### src/rtl/core/dq_pkg.sv
// Shared types and constants for the double-ended queue.
package dq_pkg;

  localparam int unsigned DepthDefault = 1024;
  localparam int unsigned WordW        = 32;
  localparam int unsigned CmdW         = 3;
  localparam int unsigned CountOutW    = 11;

  typedef enum logic [CmdW-1:0] {
    OpPushFront = 3'd0,
    OpPushBack  = 3'd1,
    OpPopFront  = 3'd2,
    OpPopBack   = 3'd3,
    OpLook      = 3'd4,
    OpSpare5    = 3'd5,
    OpSpare6    = 3'd6,
    OpSpare7    = 3'd7
  } dq_op_e;

  typedef struct packed {
    logic [CmdW-1:0]         cmd;
    logic signed [WordW-1:0] push_value;
  } dq_in_t;

  typedef struct packed {
    logic signed [WordW-1:0] popped_value;
    logic                    popped_valid;
    logic signed [WordW-1:0] front_value;
    logic signed [WordW-1:0] back_value;
    logic [CountOutW-1:0]    entry_count;
    logic                    is_empty_flag;
    logic                    push_dropped;
  } dq_out_t;

  typedef struct packed {
    logic latch;
    logic exec;
    logic fill;
  } dq_ctl_t;

  typedef struct packed {
    logic rd_needed;
  } dq_sts_t;

endpackage

### src/rtl/core/dq_ctrl.sv
// Transaction sequencer for the double-ended queue.
module dq_ctrl (
  input  logic            clk_i,
  input  logic            rst_ni,
  input  logic            in_valid_i,
  output logic            in_ready_o,
  output logic            out_valid_o,
  input  logic            out_ready_i,
  input  dq_pkg::dq_sts_t sts_i,
  output dq_pkg::dq_ctl_t ctl_o
);

  typedef enum logic [1:0] {
    StIdle,
    StExec,
    StFill,
    StResp
  } state_e;

  state_e state_q, state_d;

  always_comb begin
    state_d = state_q;
    unique case (state_q)
      StIdle: begin
        if (in_valid_i) begin
          state_d = StExec;
        end
      end
      StExec: begin
        state_d = sts_i.rd_needed ? StFill : StResp;
      end
      StFill: begin
        state_d = StResp;
      end
      StResp: begin
        if (out_ready_i) begin
          state_d = StIdle;
        end
      end
      default: begin
        state_d = StIdle;
      end
    endcase
  end

  always_ff @(posedge clk_i or negedge rst_ni) begin
    if (!rst_ni) begin
      state_q <= StIdle;
    end else begin
      state_q <= state_d;
    end
  end

  assign in_ready_o  = (state_q == StIdle);
  assign out_valid_o = (state_q == StResp);
  assign ctl_o.latch = in_valid_i && (state_q == StIdle);
  assign ctl_o.exec  = (state_q == StExec);
  assign ctl_o.fill  = (state_q == StFill);

  a_no_overlap: assert property (@(posedge clk_i) disable iff (!rst_ni)
    !(in_ready_o && out_valid_o))
    else $error("input and output sides open together");

  a_fill_after_exec: assert property (@(posedge clk_i) disable iff (!rst_ni)
    (state_q == StFill) |-> ($past(state_q) == StExec))
    else $error("fill entered without an execute step");

  a_latch_to_exec: assert property (@(posedge clk_i) disable iff (!rst_ni)
    ctl_o.latch |=> ctl_o.exec)
    else $error("latched transaction not executed");

endmodule

### config.mk
export PLATFORM = sky130hd
export DESIGN_NAME = dq_ctrl
export DESIGN_NICKNAME = d
export VERILOG_FILES = /design/src/rtl/core/dq_pkg.sv /design/src/rtl/core/dq_ctrl.sv
export SDC_FILE = /design/constraint.sdc
export NUM_CORES = 1
export LEC_CHECK = 0
export ABC_AREA = 1
export BUFFER_PORTS_ARGS = -buffer_cell sky130_fd_sc_hd__buf_2
export CAP_MARGIN = 20
export CORE_AREA = 3 3 40 42
export CTS_BUF_LIST = sky130_fd_sc_hd__clkbuf_16
export DETAILED_ROUTE_END_ITERATION = 8
export DIE_AREA = 0 0 43 45
export GPL_TIMING_DRIVEN = 0
export SLEW_MARGIN = 25
export SYNTH_ARGS = -nofsm -noshare
export SYNTH_HDL_FRONTEND = slang
export SYNTH_SLANG_ARGS = --single-unit
export TNS_END_PERCENT = 50
### constraint.sdc
create_clock -name clk_i -period 3.1 [get_ports clk_i]
set_input_delay 0.465 -clock clk_i [delete_from_list [all_inputs] [get_ports clk_i]]
set_output_delay 0.465 -clock clk_i [all_outputs]
set_load 0.05 [all_outputs]
== Word-level counts from Yosys, hierarchy flattened ==
Index checks and enable logic that the tools add are counted.

* Flip-flop bits (word level): 2
* Bits of input ports: 5
* Output and inout port bits: 5
* Word-level logic and storage cells: 13

* Eq/ne operators: 5
* Multiplexer cells: 4
* Reductions and logical operators: 3

{| class="wikitable"
|+ Operators by type and width
! operator !! number
|-
| $pmux 2 s4 || 1
|-
| $eq 2x2->1 const B || 2
|-
| $mux 2 || 2
|-
| $eq 2x1->1 const B || 1
|-
| $logic_not 2->1 || 1
|-
| $ne 2x1->1 const B || 1
|-
| $ne 2x2->1 const B || 1
|-
| $reduce_and 2->1 || 1
|-
| $logic_and 1x1->1 || 1
|-
| $mux 1 || 1
|}

== Longest topological paths before layout ==
Gate-level depths: netlist of run 1.

* Word-level depth: 3
* Mapped depth: 6
* Depth with buffers taken out: 6

== Worst setup path after synthesis of run 1 ==
Ideal clock, no wire load.

* Kind: flip-flop to output port
* Start point: reg state_q[0]
* End point: out ctl_o[2] (netlist bit)
* Arrival time: 1.428 ns
* Required time: 2.635 ns
* Slack: 1.207 ns
* Stages on the path, launching flop included: 5
* Path buffers: 0
* Cells stage by stage: dfrtp_1 inv_1 ha_1 nand2_1 inv_1

{| class="wikitable"
|+ RTL lines
! element !! RTL line !! text
|-
| start: declaration || dq_ctrl.sv:20 || <nowiki>state_e state_q, state_d;</nowiki>
|-
| start signal: assignment || dq_ctrl.sv:49 || <nowiki>state_q <= StIdle;</nowiki>
|-
| start signal: assignment || dq_ctrl.sv:51 || <nowiki>state_q <= state_d;</nowiki>
|-
| end: declaration || dq_ctrl.sv:10 || <nowiki>output dq_pkg::dq_ctl_t ctl_o</nowiki>
|}

==> reports/results.ini, run 1 <==
[setup_path]
required_ns = 2.63
cp.arrival_ns = 1.31
start_kind = flip-flop
crit_type = reg -> out
rrSetupSlack_ns = 1.96
worstPathMaxFanout = 4
crit_path_end_kind = output pin
rr_startpoint = state_q[0]$_DFFE_PN0P_
r2r-end = state_q[0]$_DFFE_PN0P_
rr_worst_depth = 6

[floorplanning]
io_pins = 10
die_height_um = 45
dieArea_mm2 = 0.00194
start_util_pct = 15.0
num_rows = 13
die_x_um = 43
coreArea_mm2 = 0.00128

[sta]
slew_headroom_pct = 83.5
setup_viol = 0
post-route-period-util_pct = 57.3
setup_tns_ns = 0
fmax_mhz = 563
period_minus_slack_ns = 1.78
hold_violations = 0
rsz0062_at_grt = false
slew_violations = 0
skew_ns = 0.00194
worst_pin_slew_ns = 0.249

[drt]
top_layer = met3
wl_met2_um = 180
drt_wl_total_um = 385
wl_met3_um = 43
drc = 0
drt_iter0_drc = 0
wl_met1_um = 161
vias_per_cell = 3.35
num_vias = 181
dr.pass1.iters = 1
routedWlPerCell_um = 7.13
ant_nets = 0

[clock_tree]
cts_tree = built
clkLatencyLatePin_ns = 0.22
htree_levels = 1
cts_resized = 0
clk_pin_slew_ns = 0.03
post_cts_buffers = 0
ctsHoldBuffers = 0
cts_max_path_buffers = 2
cts_buffers = 3
cts_root_buf = clkbuf_16
cts_sinks = 2

[logic_synthesis]
ys_warn_count = 0
synth_area_leaders = dfrtp_1, ha_1, nand2_1
yosysTopAreaCell = dfrtp_1
avgSynthCellArea_um2 = 7.14
syn_inst = 27
yosysSeqAreaShare_pct = 26.0
synth_top_area_share_pct = 26.0
yosysUniqueCellTypes = 7
ys_seq_elements = 2
syn_nets = 36
syn_area_um2 = 193

[place]
placedInstanceArea_um2 = 256
port_buffers = 9
dp_hpwl_um = 302
gp_congestion = 0.685

[finish]
num_antenna_cells = 0
layout_common_cells = nand2_1, buf_2, inv_1, ha_1, clkbuf_16
final_nets = 50
area_growth_pct = 72.1
drive_above_1_share_pct = 38.5
reg_top3 = state_q (2)
largest_reg_flops = 2
fin_area_um2 = 332
top_register = state_q

[grt]
grt_start_max_net_pins = 6
antenna_found_initial = 0
grt.total_usage_pct = 5.24
grt-ovfl-total = 0
grt_pass1_vias = 196
grt_pass1_wl_um = 669

[hold_path]
hold_class = in -> async

[run_status]
status = finished clean

[flow_run]
drv_cap = 0

-- logic make-up after synthesis --
group	Yosys count	synth area share, %
buf+inv	7	13.6
flops	2	26.0
fa+ha+maj	4	26.0
simple gates	14	34.4
-- worst max-delay path, cell delays in order, from the launching register on --
cell,delay (ns)
dfrtp_1,0.40
inv_1,0.11
ha_1,0.22
nand2_1,0.07
inv_1,0.04
buf_2,0.24
-- area by class of cell --
class | instances | area, µm²
inverters | 7 | 26.3
clock buffers | 3 | 75.1
repair buffers | 9 | 45.0
fillers | 143 | 953
well taps | 15 | 18.8
flip-flops and latches | 2 | 50.0
multi-input cells | 18 | 116
-- per-layer routing --
metal,up-vias,GRT usage [%]
li1,103,-
met1,71,4.81
met2,7,7.19
met3,0,2.79
met4,0,7.23
met5,-,0
-- worst max path at each step --
stage / startpoint / end / cells after the start
after global routing: state_q[0]$_DFFE_PN0P_ / ctl_o[2] / 5
after global placement: state_q[0]$_DFFE_PN0P_ / ctl_o[2] / 5
after detailed placement: state_q[0]$_DFFE_PN0P_ / ctl_o[2] / 5
after floorplan: state_q[0]$_DFFE_PN0P_ / ctl_o[2] / 4
after CTS: state_q[0]$_DFFE_PN0P_ / ctl_o[2] / 5
final: state_q[0]$_DFFE_PN0P_ / ctl_o[2] / 5
-- synthesized netlist by cell type --
master,n
dfrtp_1,2
ha_1,4
inv_1,7
nand2_1,9
nand2_2,2
nand3_1,2
nand3_2,1
-- through the flow --
step / std cells / hold WS [ns] / util (%) / setup slack [ns]
3_3_place_gp: 51 / 0.252 / 20.0 / 1.56
5_1_grt: 54 / 0.0273 / 25.8 / 1.22
2_1_floorplan: 27 / 0.169 / - / 1.21
3_5_place_dp: 51 / 0.253 / 20.0 / 1.54
4_1_cts: 54 / 0.0247 / 25.8 / 1.31
6_report: 54 / 0.0257 / 25.8 / 1.32
Power of run 1 is not shown: default switching activity piles up to over one toggle a cycle in this logic, so the estimate is an artifact.
==> inputs of run 2 (changes only) <==
ABC_AREA = 0   (was 1)
clock period = 1.7 ns   (was 3.1 ns; I/O delays follow)
==> run 2 against run 1 <==
Effect of this change:
- setup slack worse by 1.2 ns
- clock-buffer cell count stayed put
- non-clock buffer count is 1 higher
- die area stayed put
- largest cell class unchanged
- highest routed layer unchanged
==> reports/results.ini, run 2 <==
[floorplanning]
start_util_pct = 13.9  ; -1.1 points
io_pins = 10  ; unchanged
dieArea_mm2 = 0.00194  ; unchanged
die_height_um = 45  ; unchanged
num_rows = 13  ; unchanged
coreArea_mm2 = 0.00128  ; unchanged
die_x_um = 43  ; unchanged

[finish]
fin_area_um2 = 329  ; -0.75%
mostFrequentLayoutCell = buf_2
top_register = state_q
area_growth_pct = 83.9
largest_reg_flops = 2  ; unchanged
drive_above_1_share_pct = 50.0  ; +12 points
fin_util_pct = 25.6  ; -0.19 points
final_nets = 41  ; -18%
layout_common_cells = buf_2, ha_1, inv_1, clkbuf_16
num_antenna_cells = 0  ; unchanged
fillers = 143  ; unchanged
reg_top3 = state_q (2)

[setup_path]
critical_path.max_stage_delay_ns = 0.42  ; +0.02 ns
cp.arrival_ns = 1.36  ; +0.05 ns
start_kind = flip-flop
worstPathMaxFanout = 5  ; +1
crit_type = reg -> out
required_ns = 1.44  ; -1.19 ns
critPathSlowestCell = dfrtp_1
cp-startpoint = state_q[0]$_DFFE_PN0P_
path_buf_inv = 2  ; -1
crit_cells = 4  ; -1
rr_startpoint = state_q[0]$_DFFE_PN0P_
crit_path_end_kind = output pin
crit_family = flip-flops
crit_path_cell_trace = inv_1 > ha_1 > and2_2 > buf_2
rr_worst_depth = 4  ; -2

[logic_synthesis]
syn_nets = 26  ; -28%
synth_area_leaders = dfrtp_1, ha_1, mux2_4
synth_commonest_cells = ha_1, inv_1, dfrtp_1, o31ai_1
syn_inst = 17  ; -37%
ys_warn_count = 0  ; unchanged
syn_area_um2 = 179  ; -7.1%
yosysMostFrequentCell = ha_1
yosysTopAreaCell = dfrtp_1
yosysSeqAreaShare_pct = 28.0  ; +2.0 points
ys_seq_elements = 2  ; unchanged
yosysUniqueCellTypes = 10  ; +3
synth_top_area_share_pct = 28.0  ; +2.0 points
avgSynthCellArea_um2 = 10.5  ; +47%
async_flop_share_pct = 100  ; unchanged
synth_ff_type = dfrtp_1
synth_edf_count = 0  ; unchanged

[flow_run]
drv_cap = 0  ; unchanged

[drt]
drc = 0  ; unchanged
dr.pass1.iters = 1  ; unchanged
ant_nets = 0  ; unchanged
num_vias = 160  ; -12%
drt_iter0_drc = 0  ; unchanged
drt_wl_total_um = 369  ; -4.2%
vias_per_cell = 3.56  ; +6.1%
routedWlPerCell_um = 8.20  ; +15%

[clock_tree]
cts_max_path_buffers = 2  ; unchanged
post_cts_buffers = 0  ; unchanged
clkLatencyLatePin_ns = 0.22  ; about the same
clk_pin_slew_ns = 0.03  ; about the same
cts_resized = 0  ; unchanged
cts_root_buf = clkbuf_16
htree_levels = 1  ; unchanged
cts_sinks = 2  ; unchanged
cts_tree = built
cts_buffers = 3  ; unchanged
ctsHoldBuffers = 1  ; +1

[hold_path]
hold_class = in -> async

[sta]
slew_headroom_pct = 83.4  ; -0.11 points
fmax_mhz = 617
worst_pin_slew_ns = 0.251  ; +0.00165 ns
hold_ws_ns = 0.354  ; +0.328 ns
setup_viol = 0  ; unchanged
skew_ns = 0.00108  ; -0.000866 ns
post-route-period-util_pct = 95.3
slew_violations = 0  ; unchanged
period_minus_slack_ns = 1.62
hold_violations = 0  ; unchanged
setup_tns_ns = 0  ; unchanged
rsz0062_at_grt = false

[place]
gp_congestion = 0.549  ; -20%
port_buffers = 9  ; unchanged
dp_hpwl_um = 311  ; +2.8%
placedInstanceArea_um2 = 244  ; -4.9%

[grt]
antenna_found_initial = 0  ; unchanged
grt_start_max_net_pins = 6  ; unchanged
grt_pass1_wl_um = 669  ; unchanged
grt-ovfl-total = 0  ; unchanged
grt.total_usage_pct = 5.00  ; -0.25 points
grt_pass1_vias = 182  ; -7.1%

[run_status]
status = finished clean

[run 2: cell types whose count changed after synthesis, sizes merged]
cell / previous run / this run
nor2: 0 / 1
and2: 0 / 1
inv: 7 / 3
a21o: 0 / 1
mux2: 0 / 1
nand2: 11 / 0
nor2b: 0 / 2
nand3: 3 / 0
o31ai: 0 / 2
[run 2: layout make-up]
class / count / area, µm² / area share (%)
repair buffers: 10 / 55.1 / 16.7
clock buffers: 3 / 75.1 / 22.8
multi-input cells: 12 / 119 / 36.1
inverters: 3 / 11.3 / 3.42
flip-flops and latches: 2 / 50.0 / 15.2
well taps: 15 / 18.8 / 5.70
[run 2: routing by layer]
metal / track usage (%) / vias up / share of wire [%]
met4: 5.42 / 0 / 0
met5: 0 / - / 0
met1: 4.34 / 75 / 41
met3: 3.59 / 0 / 9.2
met2: 7.19 / 4 / 49
li1: - / 81 / -
[run 2: worst paths after layout]
check | endpoint | slack [ns]
worst max-delay path | ctl_o[2] | 0.08
worst min-delay path | state_q[0]$_DFFE_PN0P_ | 0.35
worst max register to register | state_q[1]$_DFFE_PN0P_ | 0.33
worst min register to register | state_q[0]$_DFFE_PN0P_ | 0.57
max in group asynchronous | state_q[1]$_DFFE_PN0P_ | 1.25
min in group clk_i | state_q[0]$_DFFE_PN0P_ | 0.41
[run 2: logic make-up after synthesis]
group / Yosys count / synth area share [%]
compound gates: 3 / 12.6
buf+inv: 3 / 6.29
fa+ha+maj: 4 / 28.0
mux: 1 / 8.39
flops: 2 / 28.0
simple gates: 4 / 16.8
[run 2: stage by stage]
stage,worst slack (ns),instances
after CTS,0.0707,45
after global placement,0.316,41
after global routing,0.00359,45
final,0.0803,45
after floorplan,0.0332,17
after detailed placement,0.303,41
Power of run 2 is left out for the same reason.
==> inputs of run 3 (changes only) <==
CORE_AREA = 2 2 39 41   (was 3 3 40 42)
DIE_AREA = 0 0 41 43   (was 0 0 43 45)
MAX_ROUTING_LAYER = met4   (was default)
==> run 3 against run 2 <==
Effect of this change:
- clock-buffer cell count unchanged
- clock skew down 0.0010 ns
- register-to-register slack barely moved
- maximum frequency grew 2.3%
- utilization decreased by 1.5 points
- sequential cell count unchanged
==> reports/results.ini, run 3 (synthesized netlist as in run 2, its figures left out) <==
[sta]
post-route-period-util_pct = 93.1  ; -2.2 points
setup_tns_ns = 0  ; unchanged
fmax_mhz = 632  ; +2.3%
rsz0062_at_grt = false
period_minus_slack_ns = 1.58  ; -0.0366 ns
slew_headroom_pct = 83.0  ; -0.34 points
setup_viol = 0  ; unchanged
slew_violations = 0  ; unchanged
hold_ws_ns = 0.350  ; -0.00393 ns
skew_ns = 0.0000424  ; -0.00103 ns
hold_violations = 0  ; unchanged
worst_pin_slew_ns = 0.256  ; +0.00515 ns

[grt]
grt_start_max_net_pins = 6  ; unchanged
grt.total_usage_pct = 6.98  ; +2.0 points
grt_pass1_vias = 184  ; +1.1%
antenna_found_initial = 0  ; unchanged
grt-ovfl-total = 0  ; unchanged
grt_pass1_wl_um = 696  ; +4.0%

[clock_tree]
post_cts_buffers = 0  ; unchanged
cts_buffers = 3  ; unchanged
htree_levels = 1  ; unchanged
clk_pin_slew_ns = 0.03  ; about the same
cts_tree = built
cts_sinks = 2  ; unchanged
cts_max_path_buffers = 2  ; unchanged
clkLatencyLatePin_ns = 0.22  ; about the same
cts_root_buf = clkbuf_16

[floorplanning]
coreArea_mm2 = 0.00138  ; +7.7%
dieArea_mm2 = 0.00176  ; -8.9%
num_rows = 14  ; +1
die_x_um = 41  ; -4.7%
start_util_pct = 12.9  ; -0.99 points
die_height_um = 43  ; -4.4%
io_pins = 10  ; unchanged

[setup_path]
crit_cells = 4  ; unchanged
rrSetupSlack_ns = 0.34  ; about the same
crit_family = flip-flops
path_buf_inv = 2  ; unchanged
start_kind = flip-flop
r2r-end = state_q[1]$_DFFE_PN0P_
rr_worst_depth = 4  ; unchanged
crit_type = reg -> out
setup.worst_path.end = ctl_o[2]
required_ns = 1.44  ; about the same
critPathSlowestCell = dfrtp_1
crit_path_cell_trace = inv_1 > ha_1 > and2_2 > clkbuf_4
cp-startpoint = state_q[1]$_DFFE_PN0P_
crit_path_end_kind = output pin
rr_startpoint = state_q[0]$_DFFE_PN0P_
cp.arrival_ns = 1.33  ; -0.03 ns
critical_path.max_stage_delay_ns = 0.41  ; about the same
worstPathMaxFanout = 5  ; unchanged

[drt]
vias_per_cell = 3.61  ; +1.5%
num_vias = 166  ; +3.8%
drc = 0  ; unchanged
drt_wl_total_um = 410  ; +11%
drt_iter0_drc = 3  ; +3
dr.pass1.iters = 3  ; +2
routedWlPerCell_um = 8.91  ; +8.7%
ant_nets = 0  ; unchanged

[finish]
largest_reg_flops = 2  ; unchanged
layout_common_cells = buf_2, ha_1, inv_1, clkbuf_16, o31ai_1
mostFrequentLayoutCell = buf_2
drive_above_1_share_pct = 53.3  ; +3.3 points
final_nets = 41  ; unchanged
area_growth_pct = 86.7
top_register = state_q
num_antenna_cells = 0  ; unchanged
reg_top3 = state_q (2)

[flow_run]
drv_cap = 0  ; unchanged

[run_status]
status = finished clean

[place]
gp_congestion = 0.671  ; +22%
dp_hpwl_um = 295  ; -5.0%
port_buffers = 9  ; unchanged

[hold_path]
hold_class = in -> async

run 3: cell types whose count changed in the layout (fill, tap and decap cells not counted):
cell / delta
dfrtp_1: -1
dfrtp_2: +1
clkbuf_4: +1
buf_2: -1
run 3: worst min path at each step:
stage                 from                      to  depth (start not counted)
finish              rst_ni  state_q[1]$_DFFE_PN0P_                          2
global route        rst_ni  state_q[0]$_DFFE_PN0P_                          2
CTS                 rst_ni  state_q[0]$_DFFE_PN0P_                          2
detailed placement  rst_ni  state_q[1]$_DFFE_PN0P_                          1
global placement    rst_ni  state_q[1]$_DFFE_PN0P_                          1
floorplan           rst_ni  state_q[0]$_DFFE_PN0P_                          0
run 3: layout make-up:
cell class	instances	area (µm²)
repair buffers	10	57.6
multi-input cells	12	119
flip-flops and latches	2	51.3
well taps	16	20.0
clock buffers	3	75.1
fillers	155	1050
inverters	3	11.3
run 3: timing repair:
| action | in CTS | in global routing |
|---|---|---|
| hold endpoints to repair | 2 | 0 |
| resized for setup | 0 | 2 |
| hold buffers | 1 | 0 |
| endpoints found under the setup margin | 0 | 1 |
run 3: per-stage QoR:
stage	util [%]	worst slack, ns	area (µm²)	instances
2_1_floorplan	-	0.0332	180	17
3_3_place_gp	17.7	0.320	245	42
3_5_place_dp	17.7	0.295	245	42
4_1_cts	23.9	0.0530	330	46
5_1_grt	24.1	0.0105	334	46
6_report	24.1	0.117	334	46
run 3: metal layers:
layer | GRT usage [%] | wire length (µm) | share of wire, % | vias up
li1 | - | - | - | 82
met1 | 5.43 | 171 | 42 | 72
met2 | 9.38 | 193 | 47 | 10
met3 | 4.71 | 30 | 7.3 | 2
met4 | 8.00 | 15 | 3.7 | 0
met5 | - | 0 | 0 | -
Power of run 3 is left out for the same reason.
